--- src/sv/qpc_pkg.sv ---
// Shared types, constants and helpers for the quad plausibility checker.
package qpc_pkg;

	localparam int FRAC_BITS = 4;
	localparam int COORD_W = 18;

	typedef logic signed [COORD_W-1:0] coord_t;
	typedef logic signed [COORD_W:0] diff_t;
	typedef logic signed [2*COORD_W-1:0] sprod_t;
	typedef logic signed [2*COORD_W+1:0] cprod_t;
	typedef logic signed [2*COORD_W+2:0] shoe_t;
	typedef logic [2*COORD_W+9:0] area_t;
	typedef logic [2*COORD_W:0] sqp_t;
	typedef logic [2*COORD_W+1:0] sq_t;
	typedef logic [2*COORD_W+5:0] sq9_t;
	typedef logic signed [24:0] pos_t;
	typedef logic [12:0] dim_t;
	typedef logic [25:0] dim2_t;
	typedef logic [2:0] reason_t;
	typedef logic [7:0] reg_idx_t;

	localparam reg_idx_t REG_IMAGE_WIDTH = 8'd0;
	localparam reg_idx_t REG_IMAGE_HEIGHT = 8'd1;

	localparam dim_t WIDTH_RESET = 13'd640;
	localparam dim_t HEIGHT_RESET = 13'd480;

	localparam reason_t REASON_PASS = 3'd0;
	localparam reason_t REASON_AREA_SMALL = 3'd1;
	localparam reason_t REASON_AREA_LARGE = 3'd2;
	localparam reason_t REASON_NOT_CONVEX = 3'd3;
	localparam reason_t REASON_EDGE_SHORT = 3'd4;
	localparam reason_t REASON_RATIO = 3'd5;
	localparam reason_t REASON_OUTSIDE = 3'd6;

	localparam int AREA_LO_SHIFT = 4 + 2 * FRAC_BITS;
	localparam int AREA_HI_SHIFT = 2 * FRAC_BITS;
	localparam sq_t EDGE_MIN_SQ = sq_t'(400 * (1 << (2 * FRAC_BITS)));

	typedef struct packed {
		area_t area_lo;
		area_t area_hi;
		pos_t lo;
		pos_t hix;
		pos_t hiy;
	} cfg_thr_t;

	typedef struct packed {
		coord_t [7:0] pts;
		area_t s100;
		logic convex;
		logic outside;
		sqp_t [3:0] dx2;
		sqp_t [3:0] dy2;
	} geo_t;

	typedef struct packed {
		coord_t [7:0] pts;
		reason_t reason;
		logic plausible;
	} res_t;

	function automatic coord_t sel4(coord_t a, coord_t b, coord_t c, coord_t d,
			logic [1:0] idx);
		coord_t r;
		case (idx)
			2'd0: r = a;
			2'd1: r = b;
			2'd2: r = c;
			default: r = d;
		endcase
		return r;
	endfunction

endpackage

--- src/sv/qpc_cfg.sv ---
// Image size registers and derived test thresholds.
module qpc_cfg (
	input logic clk,
	input logic arst_n,
	input logic cfg_valid,
	output logic cfg_ready,
	input qpc_pkg::reg_idx_t cfg_index,
	input logic [15:0] cfg_data,
	output qpc_pkg::cfg_thr_t thr
);

	qpc_pkg::dim_t width_q, height_q, max_q;
	qpc_pkg::dim2_t wh_q;
	qpc_pkg::cfg_thr_t thr_q;
	qpc_pkg::cfg_thr_t thr_d;
	qpc_pkg::pos_t m7;

	assign cfg_ready = 1'b1;

	always_ff @(posedge clk or negedge arst_n) begin
		if (!arst_n) begin
			width_q <= qpc_pkg::WIDTH_RESET;
			height_q <= qpc_pkg::HEIGHT_RESET;
		end else if (cfg_valid) begin
			if (cfg_index == qpc_pkg::REG_IMAGE_WIDTH)
				width_q <= cfg_data[12:0];
			else if (cfg_index == qpc_pkg::REG_IMAGE_HEIGHT)
				height_q <= cfg_data[12:0];
		end
	end

	always_ff @(posedge clk) begin
		wh_q <= qpc_pkg::dim2_t'(width_q) * qpc_pkg::dim2_t'(height_q);
		max_q <= (width_q > height_q) ? width_q : height_q;
		thr_q <= thr_d;
	end

	always_comb begin
		m7 = qpc_pkg::pos_t'(max_q) * qpc_pkg::pos_t'(7);
		thr_d.area_lo = qpc_pkg::area_t'(wh_q) << qpc_pkg::AREA_LO_SHIFT;
		thr_d.area_hi = (qpc_pkg::area_t'(wh_q) * qpc_pkg::area_t'(190))
			<< qpc_pkg::AREA_HI_SHIFT;
		thr_d.lo = -(m7 <<< qpc_pkg::FRAC_BITS);
		thr_d.hix = (qpc_pkg::pos_t'(width_q) * qpc_pkg::pos_t'(20) + m7)
			<<< qpc_pkg::FRAC_BITS;
		thr_d.hiy = (qpc_pkg::pos_t'(height_q) * qpc_pkg::pos_t'(20) + m7)
			<<< qpc_pkg::FRAC_BITS;
	end

	assign thr = thr_q;

endmodule

--- config.mk ---
export PLATFORM = sky130hd
export DESIGN_NAME = qpc_cfg
export DESIGN_NICKNAME = d
export VERILOG_FILES = /design/src/sv/qpc_pkg.sv /design/src/sv/qpc_cfg.sv
export SDC_FILE = /design/constraint.sdc
export NUM_CORES = 1
export LEC_CHECK = 0
export BUFFER_PORTS_ARGS = -buffer_cell sky130_fd_sc_hd__buf_2
export CAP_MARGIN = 10
export CORE_AREA = 2 2 185 169
export CTS_CLUSTER_DIAMETER = 150
export CTS_CLUSTER_SIZE = 40
export DETAILED_ROUTE_END_ITERATION = 6
export DIE_AREA = 0 0 187 171
export PLACE_DENSITY = 0.82
export RECOVER_POWER = 100
export SETUP_SLACK_MARGIN = 0.05
export SLEW_MARGIN = 20
export SYNTH_ARGS = -nofsm -noshare
export SYNTH_HDL_FRONTEND = slang
export SYNTH_SLANG_ARGS = --single-unit
--- constraint.sdc ---
create_clock -name clk -period 6.8 [get_ports clk]
set_clock_uncertainty 0.15 [all_clocks]
set_input_delay 1.36 -clock clk [delete_from_list [all_inputs] [get_ports clk]]
set_output_delay 1.36 -clock clk [all_outputs]
set_load 0.05 [all_outputs]
# After elaboration in Yosys (flattened, before gate mapping)
# Cells that the tools add are included.
[word_totals]
in_bits = 27
wordCells = 24
register_bits = 191
output_inout_bits = 168
[op_classes]
addsub = 3
n_eq_ne = 1
bitwise = 1
order_cmp = 1
muxes = 1
multipliers = 5
reduce_logical = 3
[op_table]
columns = ["op", "count"]
rows = [
  ["13-bit by 3-bit multiplier with 16-bit output, second input constant", 3],
  ["18-bit by 16-bit adder with 19-bit output", 2],
  ["26-bit by 7-bit multiplier with 33-bit output, second input constant", 1],
  ["13-bit by 13-bit multiplier with 26-bit output", 1],
  ["20-bit negator with 25-bit output", 1],
  ["13-bit greater-than comparator", 1],
  ["13-bit 2-to-1 mux", 1],
  ["8-bit by 1-bit == test with 1-bit output, second input constant", 1],
  ["8-bit logical NOT", 1],
  ["3-bit AND reduction", 1],
  ["2-bit AND reduction", 1],
  ["1-bit inverter", 1],
]

# Longest topological paths before layout
[logic_depth]
ltp_word = 3
depth_mapped = 21
ltp_nobuf = 20

# Worst setup path before layout
# Ideal clock, no wire load.
[synth_timing]
path_kind = "flip-flop to flip-flop"
startpoint = "reg height_q[5]"
endpoint = "reg wh_q[23]"
required_ns = 6.578
path_buffers = 1
setup_ns = 0.072
path_stages_with_launch = 20
arrival_time_ns = 5.571
path_slack_ns = 1.007
synth_period_minus_slack_ns = 5.793
cell_sequence = "dfstp_2 clkbuf_1 nand2_1 fa_1 fa_1 inv_1 fa_1 fa_1 inv_1 fa_1 inv_1 ha_1 a21o_1 a21o_1 a221oi_1 o211ai_1 a31o_2 a21o_1 a21oi_1 xnor2_1"
[synth_between]
elab_chain_cells = 1
[synth_lines]
columns = ["element", "line", "text"]
rows = [
  ["from (decl)", "qpc_cfg.sv:12", "qpc_pkg::dim_t width_q, height_q, max_q;"],
  ["from (signal assigned)", "qpc_cfg.sv:23", "height_q <= qpc_pkg::HEIGHT_RESET;"],
  ["from (signal assigned)", "qpc_cfg.sv:28", "height_q <= cfg_data[12:0];"],
  ["13-bit by 13-bit multiplier with 26-bit output", "qpc_cfg.sv:33", "wh_q <= qpc_pkg::dim2_t'(width_q) * qpc_pkg::dim2_t'(height_q);"],
  ["to (signal assigned)", "qpc_cfg.sv:33", ""],
  ["to (decl)", "qpc_cfg.sv:13", "qpc_pkg::dim2_t wh_q;"],
]
# Every way passes these cells.
# A chain may end at the register's enable or synchronous reset.

# Worst setup path in the final report
[layout_timing]
startpoint = "reg width_q[2]"
endpoint = "reg wh_q[22]"
[layout_between]
elab_chain_cells = 1
[layout_lines]
columns = ["element", "line", "text"]
rows = [
  ["from (decl)", "qpc_cfg.sv:12", ""],
  ["from (signal assigned)", "qpc_cfg.sv:22", "width_q <= qpc_pkg::WIDTH_RESET;"],
  ["from (signal assigned)", "qpc_cfg.sv:26", "width_q <= cfg_data[12:0];"],
  ["13-bit by 13-bit multiplier with 26-bit output", "qpc_cfg.sv:33", ""],
]
# Every way passes these cells.

==> qor.yml <==
io_buffers: 141
cp_cell_sequence: "clkbuf_1 > ha_1 > fa_1 > inv_1 > fa_1 > inv_1 > ha_1 > ha_1 > ha_1 > ha_1 > fa_1 > a21o_1 > a21oi_1 > o21bai_1 > a21oi_1 > nor3_1 > or3b_1 > a2111oi_0 > nand4bb_1"
crit_slowest_cell: "dfrtp_1"
path_clk_slew_ps: 70
slowest_delay_ps: 540
postLayoutCoreUtil: 0.645
synth_area_um2: 18100
ctsHoldBuffers: 0
critPathCaptureType: "flip-flop"
ys_ff_latch: 179
synth_cell_types: 73
violations: "max-capacitance violations, max-slew violations"
cts_max_level: 4
synth-seq-area-share: 0.205
hold_violations: 0
p_leak_nw: 10.2
start_util: 0.598
routed-via-count: 13173
route.antenna.remaining_nets: 0
track_usage: 0.250
post_cts_buffers: 0
die_w_um: 187
outcome: "finished, violations left"
cts_num_sinks: 179
worst_pin_slew_ps: 1550
root_buffer: "clkbuf_16"
cts_resized: 0
drv_cap: 1
antennaDiodeCount: 0
cts_buffers: 17
io_pins: 195
cts_tree: "yes"
drcViolationCount: 0
async_reset_ff_frac: 0.145
grt_pass1_wl_um: 64400
worst_ep_required_time_ps: 7040
dpl.hpwl_um: 30500
dieArea_um2: 32000
netlist_instances: 1830
wl_per_cell_um: 16.1
rsz0062_at_grt: "false"
layout-drive-gt1-share: 0.0560
grt_max_degree: 27
gp_congestion: 0.927
synth_flop_cell: "dfxtp_1"
finalCritPeriodShare: 0.913
dr.pass1.iters: 5
critPathKind: "reg -> reg"
start_kind: "flip-flop"
synth-edff-count: 0
cp_top_family: "adder cells"
grt_pass1_vias: 13559
r2r_setup_slack_ps: 590
finalCriticalPeriod_ps: 6210
clk_latency_ps: 450
cp_data_arrival_time_ps: 6450
fmax_mhz: 161
layout-area-overhead-vs-synth_pct: 7.76
crit_path_frequent_cell: "ha_1"
nets: 2486
via_per_inst: 5.51
grt-ovfl-total: 0
worstPathMaxFanout: 11
syn_area_per_cell_um2: 9.90
antenna_found_initial: 0
clockBufferDepth: 2
min_path_type: "reg -> reg"
ir_drop_mv: 0.207
num_rows: 61
drtIter0Drc: 855
drt_wl_total_um: 38400
die_h_um: 171
setup_violations: 0
critPathBufInv: 3
relSlewSlack: -0.0334
ys_warn_count: 0
slew_violations: 27
cellPowerDensity_nw_per_um2: 229
core_region_area_um2: 30300
fin_setup_tns_ps: 0
-- registers in the layout, summed over array words and instances (netlist names) --
| name | cells |
|---|---|
| max_q | 13 |
| thr | 114 |
| height_q | 13 |
| width_q | 13 |
| wh_q | 26 |
-- synthesized netlist by cell type, drive strengths merged, types with 36 or more instances --
library cell | instances | share of area
o21ai | 55 | 0.015
fa | 232 | 0.26
ha | 256 | 0.18
inv | 280 | 0.058
nor2 | 77 | 0.016
dfxtp | 153 | 0.17
a21o | 37 | 0.015
nand2 | 124 | 0.026
a21oi | 80 | 0.022
buf | 57 | 0.023
and2 | 69 | 0.024
mux2 | 36 | 0.022
xnor2 | 77 | 0.037
-- worst register-to-register path, cell delays in order, from the launching register on --
cell,delay [ps]
dfrtp_1,540
clkbuf_1,300
ha_1,290
fa_1,510
inv_1,60
fa_1,540
inv_1,50
ha_1,300
ha_1,300
ha_1,280
ha_1,240
fa_1,410
a21o_1,190
a21oi_1,230
o21bai_1,90
a21oi_1,370
nor3_1,170
or3b_1,480
a2111oi_0,460
nand4bb_1,180
-- where the power goes --
part / internal [mW] / switching, mW
logic: 0.601 / 1.46
clock network: 0.567 / 0.456
registers: 1.26 / 0.130
-- layer usage --
layer / global-route usage / up-vias / wire length (µm)
met3: 0.0560 / 77 / 2430
met2: 0.425 / 431 / 18900
met1: 0.318 / 6522 / 16300
met5: 0 / - / 0
li1: - / 6143 / -
met4: 0.0797 / 0 / 833
-- cell type report --
cell class                 count  area [µm²]
timing repair buffer         158         669
multi-input combinational   1333       13000
sequential                   179        3720
inverter                     282        1060
fill                        2410       10800
clock inverter                12         144
clock buffer                  19         453
tap                          409         512
-- logic make-up (layout without fill, tap and decap cells) --
group                      after synthesis  after routing  synth area share
adders and majority gates              488            488             0.433
and+or+nand+nor                        376            376             0.102
buffers and inverters                  366            471            0.0870
AOI/OAI and AO/OA                      275            275            0.0974
DFF                                    179            179             0.205
xor gates and xnor gates               106            106            0.0512
muxes                                   38             38            0.0235
other                                    2             50          0.000414
-- final timing paths --
path                       cells after the start        from      endpoint
max                                           19  width_q[2]      wh_q[22]
min                                            0     wh_q[0]       thr[84]
max reg2reg                                   19  width_q[2]      wh_q[22]
min reg2reg                                    0     wh_q[0]       thr[84]
max in group asynchronous                      1      arst_n   height_q[3]
min in group asynchronous                      1      arst_n  height_q[12]
-- cells in the final DEF (no fill, tap or decap), drive strengths merged, types with 14 or more instances in the layout --
master / n
nor3: 29
dfrtp: 20
buf: 35
mux2: 36
inv: 286
clkbuf: 142
fa: 232
nand2: 124
ha: 256
a211oi: 14
a21o: 37
and2: 69
nor2: 77
conb: 50
o21a: 15
nand3: 18
dfxtp: 153
o21bai: 19
a21oi: 80
xnor2: 77
xor2: 29
o21ai: 55
-- stage by stage --
step	setup slack [ps]	power, mW	std cells	hold WS, ps	instance area, µm²
3_5_place_dp	742	3.52	2361	298	19100
4_1_cts	711	4.55	2392	310	19700
2_1_floorplan	1010	3.10	1878	260	18300
3_3_place_gp	907	3.45	2361	301	19100
5_1_grt	231	4.75	2392	316	19500
6_report	594	4.47	2392	301	19500
Note: power is estimated with default switching activity, not from simulation.
