<file path="src/sv/qpc_pkg.sv">
// Shared types, constants and helpers for the quad plausibility checker.
package qpc_pkg;

	localparam int FRAC_BITS = 4;
	localparam int COORD_W = 18;

	typedef logic signed [COORD_W-1:0] coord_t;
	typedef logic signed [COORD_W:0] diff_t;
	typedef logic signed [2*COORD_W-1:0] sprod_t;
	typedef logic signed [2*COORD_W+1:0] cprod_t;
	typedef logic signed [2*COORD_W+2:0] shoe_t;
	typedef logic [2*COORD_W+9:0] area_t;
	typedef logic [2*COORD_W:0] sqp_t;
	typedef logic [2*COORD_W+1:0] sq_t;
	typedef logic [2*COORD_W+5:0] sq9_t;
	typedef logic signed [24:0] pos_t;
	typedef logic [12:0] dim_t;
	typedef logic [25:0] dim2_t;
	typedef logic [2:0] reason_t;
	typedef logic [7:0] reg_idx_t;

	localparam reg_idx_t REG_IMAGE_WIDTH = 8'd0;
	localparam reg_idx_t REG_IMAGE_HEIGHT = 8'd1;

	localparam dim_t WIDTH_RESET = 13'd640;
	localparam dim_t HEIGHT_RESET = 13'd480;

	localparam reason_t REASON_PASS = 3'd0;
	localparam reason_t REASON_AREA_SMALL = 3'd1;
	localparam reason_t REASON_AREA_LARGE = 3'd2;
	localparam reason_t REASON_NOT_CONVEX = 3'd3;
	localparam reason_t REASON_EDGE_SHORT = 3'd4;
	localparam reason_t REASON_RATIO = 3'd5;
	localparam reason_t REASON_OUTSIDE = 3'd6;

	localparam int AREA_LO_SHIFT = 4 + 2 * FRAC_BITS;
	localparam int AREA_HI_SHIFT = 2 * FRAC_BITS;
	localparam sq_t EDGE_MIN_SQ = sq_t'(400 * (1 << (2 * FRAC_BITS)));

	typedef struct packed {
		area_t area_lo;
		area_t area_hi;
		pos_t lo;
		pos_t hix;
		pos_t hiy;
	} cfg_thr_t;

	typedef struct packed {
		coord_t [7:0] pts;
		area_t s100;
		logic convex;
		logic outside;
		sqp_t [3:0] dx2;
		sqp_t [3:0] dy2;
	} geo_t;

	typedef struct packed {
		coord_t [7:0] pts;
		reason_t reason;
		logic plausible;
	} res_t;

	function automatic coord_t sel4(coord_t a, coord_t b, coord_t c, coord_t d,
			logic [1:0] idx);
		coord_t r;
		case (idx)
			2'd0: r = a;
			2'd1: r = b;
			2'd2: r = c;
			default: r = d;
		endcase
		return r;
	endfunction

endpackage

</file>
<file path="src/sv/qpc_judge.sv">
// Stages 5-7: edge lengths, area bounds, min/max, verdict.
module qpc_judge (
	input logic clk,
	input logic arst_n,
	input logic in_valid,
	output logic in_ready,
	input qpc_pkg::geo_t in_geo,
	input qpc_pkg::cfg_thr_t thr,
	output logic out_valid,
	input logic out_ready,
	output qpc_pkg::res_t out_res
);

	logic v_s5, v_s6, v_s7;
	logic en5, en6, en7;

	assign en7 = !v_s7 || out_ready;
	assign en6 = !v_s6 || en7;
	assign en5 = !v_s5 || en6;
	assign in_ready = en5;
	assign out_valid = v_s7;

	always_ff @(posedge clk or negedge arst_n) begin
		if (!arst_n) begin
			v_s5 <= 1'b0;
			v_s6 <= 1'b0;
			v_s7 <= 1'b0;
		end else begin
			if (en5) v_s5 <= in_valid;
			if (en6) v_s6 <= v_s5;
			if (en7) v_s7 <= v_s6;
		end
	end

	// stage 5
	qpc_pkg::sq_t sq_s5 [4];
	qpc_pkg::coord_t [7:0] pts_s5;
	logic small_s5, large_s5, convex_s5, outside_s5;

	always_ff @(posedge clk) begin
		if (en5) begin
			for (int k = 0; k < 4; k++)
				sq_s5[k] <= qpc_pkg::sq_t'(in_geo.dx2[k]) + qpc_pkg::sq_t'(in_geo.dy2[k]);
			pts_s5 <= in_geo.pts;
			small_s5 <= in_geo.s100 < thr.area_lo;
			large_s5 <= in_geo.s100 > thr.area_hi;
			convex_s5 <= in_geo.convex;
			outside_s5 <= in_geo.outside;
		end
	end

	// stage 6
	qpc_pkg::sq_t mn_d, mx_d;
	always_comb begin
		qpc_pkg::sq_t mna, mnb, mxa, mxb;
		mna = (sq_s5[1] < sq_s5[0]) ? sq_s5[1] : sq_s5[0];
		mnb = (sq_s5[3] < sq_s5[2]) ? sq_s5[3] : sq_s5[2];
		mxa = (sq_s5[1] > sq_s5[0]) ? sq_s5[1] : sq_s5[0];
		mxb = (sq_s5[3] > sq_s5[2]) ? sq_s5[3] : sq_s5[2];
		mn_d = (mnb < mna) ? mnb : mna;
		mx_d = (mxb > mxa) ? mxb : mxa;
	end

	qpc_pkg::sq_t mn_s6, mx_s6;
	qpc_pkg::coord_t [7:0] pts_s6;
	logic small_s6, large_s6, convex_s6, outside_s6;

	always_ff @(posedge clk) begin
		if (en6) begin
			mn_s6 <= mn_d;
			mx_s6 <= mx_d;
			pts_s6 <= pts_s5;
			small_s6 <= small_s5;
			large_s6 <= large_s5;
			convex_s6 <= convex_s5;
			outside_s6 <= outside_s5;
		end
	end

	// stage 7
	qpc_pkg::reason_t reason_d;
	always_comb begin
		qpc_pkg::sq9_t mn9;
		mn9 = qpc_pkg::sq9_t'(mn_s6) * qpc_pkg::sq9_t'(9);
		if (small_s6) reason_d = qpc_pkg::REASON_AREA_SMALL;
		else if (large_s6) reason_d = qpc_pkg::REASON_AREA_LARGE;
		else if (!convex_s6) reason_d = qpc_pkg::REASON_NOT_CONVEX;
		else if (mn_s6 < qpc_pkg::EDGE_MIN_SQ) reason_d = qpc_pkg::REASON_EDGE_SHORT;
		else if (qpc_pkg::sq9_t'(mx_s6) > mn9) reason_d = qpc_pkg::REASON_RATIO;
		else if (outside_s6) reason_d = qpc_pkg::REASON_OUTSIDE;
		else reason_d = qpc_pkg::REASON_PASS;
	end

	qpc_pkg::res_t res_s7;
	always_ff @(posedge clk) begin
		if (en7) begin
			res_s7.pts <= pts_s6;
			res_s7.reason <= reason_d;
			res_s7.plausible <= (reason_d == qpc_pkg::REASON_PASS);
		end
	end

	assign out_res = res_s7;

endmodule

</file>
<file path="config.mk">
export PLATFORM = sky130hd
export DESIGN_NAME = qpc_judge
export DESIGN_NICKNAME = d
export VERILOG_FILES = /design/src/sv/qpc_pkg.sv /design/src/sv/qpc_judge.sv
export SDC_FILE = /design/constraint.sdc
export NUM_CORES = 1
export LEC_CHECK = 0
export BUFFER_PORTS_ARGS = -buffer_cell sky130_fd_sc_hd__buf_4
export CAP_MARGIN = 20
export CORE_MARGIN = 1.5
export CORE_UTILIZATION = 30
export DETAILED_ROUTE_END_ITERATION = 10
export PLACE_DENSITY = 0.62
export SLEW_MARGIN = 5
export SYNTH_ARGS = -nofsm -noshare
export SYNTH_HDL_FRONTEND = slang
export SYNTH_SLANG_ARGS = --single-unit
</file>
<file path="constraint.sdc">
create_clock -name clk -period 12.85 [get_ports clk]
set_input_delay 1.285 -clock clk [delete_from_list [all_inputs] [get_ports clk]]
set_output_delay 1.285 -clock clk [all_outputs]
set_load 0.02 [all_outputs]
</file>
; Yosys cells after proc, flatten, opt, wreduce, memory -nomap -nowiden
; Memories as Yosys holds them, arrays and structs flattened.
; Index checks and enable logic that the tools add are counted.
[classes]
n_addsub = 4
n_mul = 1
n_lt_le_gt_ge = 10
muxes = 14
n_reduce_logical = 7
[ops]
columns = cell, n
row1 = $mux W38, 6
row2 = $add A37 B37 Y38, 4
row3 = $gt A38 B38 Y1, 3
row4 = $lt A38 B38 Y1, 3
row5 = $gt A46 B46 Y1, 1
row6 = $lt A46 B46 Y1, 1
row7 = $gt A38 B42 Y1, 1
row8 = $mul A38 B4 Y42 const B, 1
row9 = $lt A38 B17 Y1 const B, 1
row10 = $mux W3, 6
row11 = $logic_not A1 Y1, 3
row12 = $logic_not A3 Y1, 1
row13 = $logic_or A1 B1 Y1, 3
row14 = $mux W1, 2
[totals]
ff_bits = 523
ramBits = 152
in_bits = 659
out_inout_bits = 150
word_cells = 76
mem_count = 1
[memory_table]
columns = name, words, width, read_ports, rd_clocked_by_memory_dff, wr, line
row1 = sq_s5, 4, 38, 4, 0, 4, qpc_judge.sv:36  ; qpc_pkg::sq_t sq_s5 [4];

; Depth between registers and ports, before layout
[logic_depth]
word_depth = 8
mapped_depth = 28
ltp_nobuf = 25

; Worst setup path before layout
; OpenSTA, ideal clock, no wires.
[synth_path]
path_type = input port to flip-flop
from = input port out_ready
to = register convex_s5, enable pin
setup_time_ns = 3.698
t_arrival_ns = 9.673
required_ns = 9.152
path_slack_ns = -0.521
path_stages = 1
n_path_buf = 0
path_cell_list = nand4b_1
[synth_via]
elab_chain_cells = 3
[synth_rtl]
columns = element, line
row1 = start: declaration, qpc_judge.sv:10  ; input logic out_ready,
row2 = $logic_or A1 B1 Y1, qpc_judge.sv:17  ; assign en7 = !v_s7 || out_ready;
row3 = $logic_or A1 B1 Y1, qpc_judge.sv:18  ; assign en6 = !v_s6 || en7;
row4 = $logic_or A1 B1 Y1, qpc_judge.sv:19  ; assign en5 = !v_s5 || en6;
row5 = end signal: assignment, qpc_judge.sv:47  ; convex_s5 <= in_geo.convex;
row6 = end: declaration, qpc_judge.sv:38  ; logic small_s5, large_s5, convex_s5, outside_s5;
; Every way passes these cells.
; A chain may end at the register's enable or synchronous reset.

==> metrics.txt <==
sequential fraction of the synthesis area roughly 52%; Final Power 9.67 mW; initial antenna violation count 0; CP bufs+invs 2; Wirelength per Cell about 19 µm; leading area contributor after synthesis edfxtp_1; Hold-fix buffers, CTS 0; Synth Register Bits 675; grt ovf 0; Synth Area in Simple Gates between 6 and 7%; critical path's slowest cell buf_4; Post-Synthesis Net Count 4309; EDFF count, synth ~670; mux contribution to synthesized area approximately 4.9%; fmax 0.148 GHz; WL final 105 mm; ant diodes 0; Worst Setup Start Kind register; synth warn 0; # Post-CTS Setup Buffers 0; Setup crit end kind register; Area contributors post-synth edfxtp_1, ha_1, mux2i_1, a21o_1, a21oi_1; CTS resizes 0; CP Class reg2reg; Worst IR Drop VDD approximately 140 µV; Placer Congestion 0.907; Die Area 131000 µm²; first-pass iteration count of the detailed router 5; worst rel slew slack 32.1%; crit-path cells ha_1 -> a21o_1 -> a21oi_1 -> nor2b_1 -> o31a_1 -> a2111oi_0 -> nor2_1 -> nor4_4 -> buf_4 -> o21bai_4 -> mux2i_1 -> ha_1 -> nor2b_1 -> o21a_1 -> o21a_1 -> o21ai_1 -> nand2b_1 -> a21oi_1 -> nor3_1 -> o31ai_1 -> a41oi_4 -> buf_4 -> mux2i_1; clk_lat worst skew 0.66 ns; max-cap check violation count 0; crit path max fanout 39; fillers approximately 12000; post-route DRC violation count 0; PwrDens 198 nW/µm²; PnR worst setup slack ~6.1 ns; endpoints failing setup 0; Syn Area/Cell approximately 12 µm²; Tcrit/Tclk final 52.6%; std cell rows 131; CP startpoint sq_s5[1][3]$_DFFE_PP_; area grow syn2layout 26.2%; crit path DAT 7.11 ns; Syn Inst Count approximately 3100; IO Port Bufs 733; pin count of the biggest net entering global routing 154; FFs w/ async S/R, synth less than 1%; largest family of logic cells by synthesized area adder cells; final critical-path required period 6.76 ns; Synth top cells by count edfxtp_1, ha_1, inv_1; Post-Synth Adder-Cell Area 16.3%; Worst Path Required roughly 13 ns; Reg clk slew, reported paths 0.06 ns; clk sinks 675; DIE WIDTH 362 µm; CTS HTree Levels 3; vias in the first global route 27362; count leader, synth edfxtp_1; post-synth top area share 52.1%; root buf cell clkbuf_16; RSZ-0062 raised after global routing false; Pleak between 20 and 25 nW; Largest delay share family, worst path compound AO/OA/AOI/OAI gates; Place WS 6.00 ns; predominant post-synthesis flop cell edfxtp_1; nets 5100; HPWL Detailed between 80 and 90 mm; Core ar. 128000 µm²; Worst Skew 0.0222 ns; Pins Over Slew Limit 0; Initial Util 30.3%; max incr delay on CP 0.56 ns; post-synthesis cell type count just under 80; worst-margin pin slew 1.02 ns; vias per cell 4.82; via count 27291; DRT iter0 DRCs 1655; compound-cell area share of the yosys netlist between 10 and 15%; RR Startpoint sq_s5[1][3]$_DFFE_PP_; Antenna Nets Post-Route 0; post-synthesis xor/xnor area fraction under 10%; I/O pins 809; first-pass GRT wire length 158 mm; worst hold path type reg2reg; outcome finished, final reports clean; total CTS buffers 75; All-Layer GR Usage 15.5%; cell area after synthesis 38700 µm²; count of final hold-check violations 0; chip height 362 µm; CTS tree yes; Bufs on Longest Clock Path 3; hold wc startpoint pts_s6[29]$_DFFE_PP_; layout cells sized above 1 22.0%
==> final cells by class <==
class                      instances  area, µm²  area share, %
clock inverter                    42        544           1.11
inverter                         318       1190           2.44
sequential                       675      20300           41.4
tap                             1662       2080           4.25
timing repair buffer             750       5640           11.5
clock buffer                      94       1990           4.07
multi-input combinational       2118      17200           35.1
==> report_power, final <==
| part | switching (mW) | leakage [nW] | total [mW] | internal, mW |
|---|---|---|---|---|
| Clock | 0.897 | 1.22 | 2.19 | 1.30 |
| Combinational | 2.42 | 14.1 | 4.27 | 1.85 |
| Sequential | 0.239 | 6.88 | 3.21 | 2.97 |
==> logic make-up (layout without fill, tap and decap cells) <==
| family | after synthesis | after routing |
|---|---|---|
| flip-flops | 675 | 675 |
| multiplexers | 189 | 189 |
| AND/OR/NAND/NOR | 524 | 524 |
| AO/OA/AOI/OAI | 742 | 742 |
| buffers and inverters | 354 | 1204 |
| adder cells (fa/ha/maj) | 503 | 503 |
| XOR/XNOR | 160 | 160 |
==> layer usage <==
layer / GRT usage [%] / share of wire, %
met3: 3.18 / 6.1
met2: 26.6 / 48
met1: 19.6 / 43
met4: 4.48 / 2.4
met5: 0 / 0
==> flip-flops by register name, indices dropped and copies added (netlist names), 38 cells and up <==
name,cells
pts_s5,144
pts_s6,144
mn_s6,38
mx_s6,38
sq_s5,152
out_res,148
==> final timing paths <==
kind	to	slack (ns)	cells after the start
min in group asynchronous	v_s5$_DFFE_PN0P_	0.42	1
max	mx_s6[8]$_DFFE_PP_	6.09	23
max in group asynchronous	out_valid$_DFFE_PN0P_	12.34	1
min reg2reg	out_res[33]$_DFFE_PP_	0.41	0
max reg2reg	mx_s6[8]$_DFFE_PP_	6.09	23
min	out_res[33]$_DFFE_PP_	0.41	0
==> worst register-to-register path, stage by stage, from the launching register on <==
cell and delay, ns:
edfxtp_1 0.42, ha_1 0.31, a21o_1 0.16, a21oi_1 0.14, nor2b_1 0.06, o31a_1 0.28
a2111oi_0 0.40, nor2_1 0.25, nor4_4 0.25, buf_4 0.56, o21bai_4 0.43, mux2i_1 0.51
ha_1 0.33, nor2b_1 0.13, o21a_1 0.16, o21a_1 0.16, o21ai_1 0.11, nand2b_1 0.07
a21oi_1 0.32, nor3_1 0.09, o31ai_1 0.55, a41oi_4 0.16, buf_4 0.37, mux2i_1 0.25
==> placed cells by master, fill, tap and decap left out, types with 41 or more instances in the layout <==
master / instances
a21o_1: 166
a21oi_1: 247
buf_4: 749
clkbuf_16: 76
edfxtp_1: 672
ha_1: 498
inv_1: 318
mux2i_1: 189
nand2_1: 91
nand2b_1: 43
nand4_1: 73
nor2_1: 143
nor2b_1: 48
o21ai_0: 61
o21ai_1: 41
xnor2_1: 105
xor2_1: 55
==> through the flow <==
step	utilization (%)	hold WS [ns]	cell area (µm²)	instances	TNS, ns
final	38.2	0.408	48900	5659	0
after global routing	38.2	0.356	48900	5659	0
after CTS	38.2	0.337	48900	5659	0
after detailed placement	36.3	0.405	46300	5523	0
after global placement	36.3	0.400	46300	5523	0
after floorplan	-	0.400	38700	3147	-156.33
(Power assumes the default switching activity.)
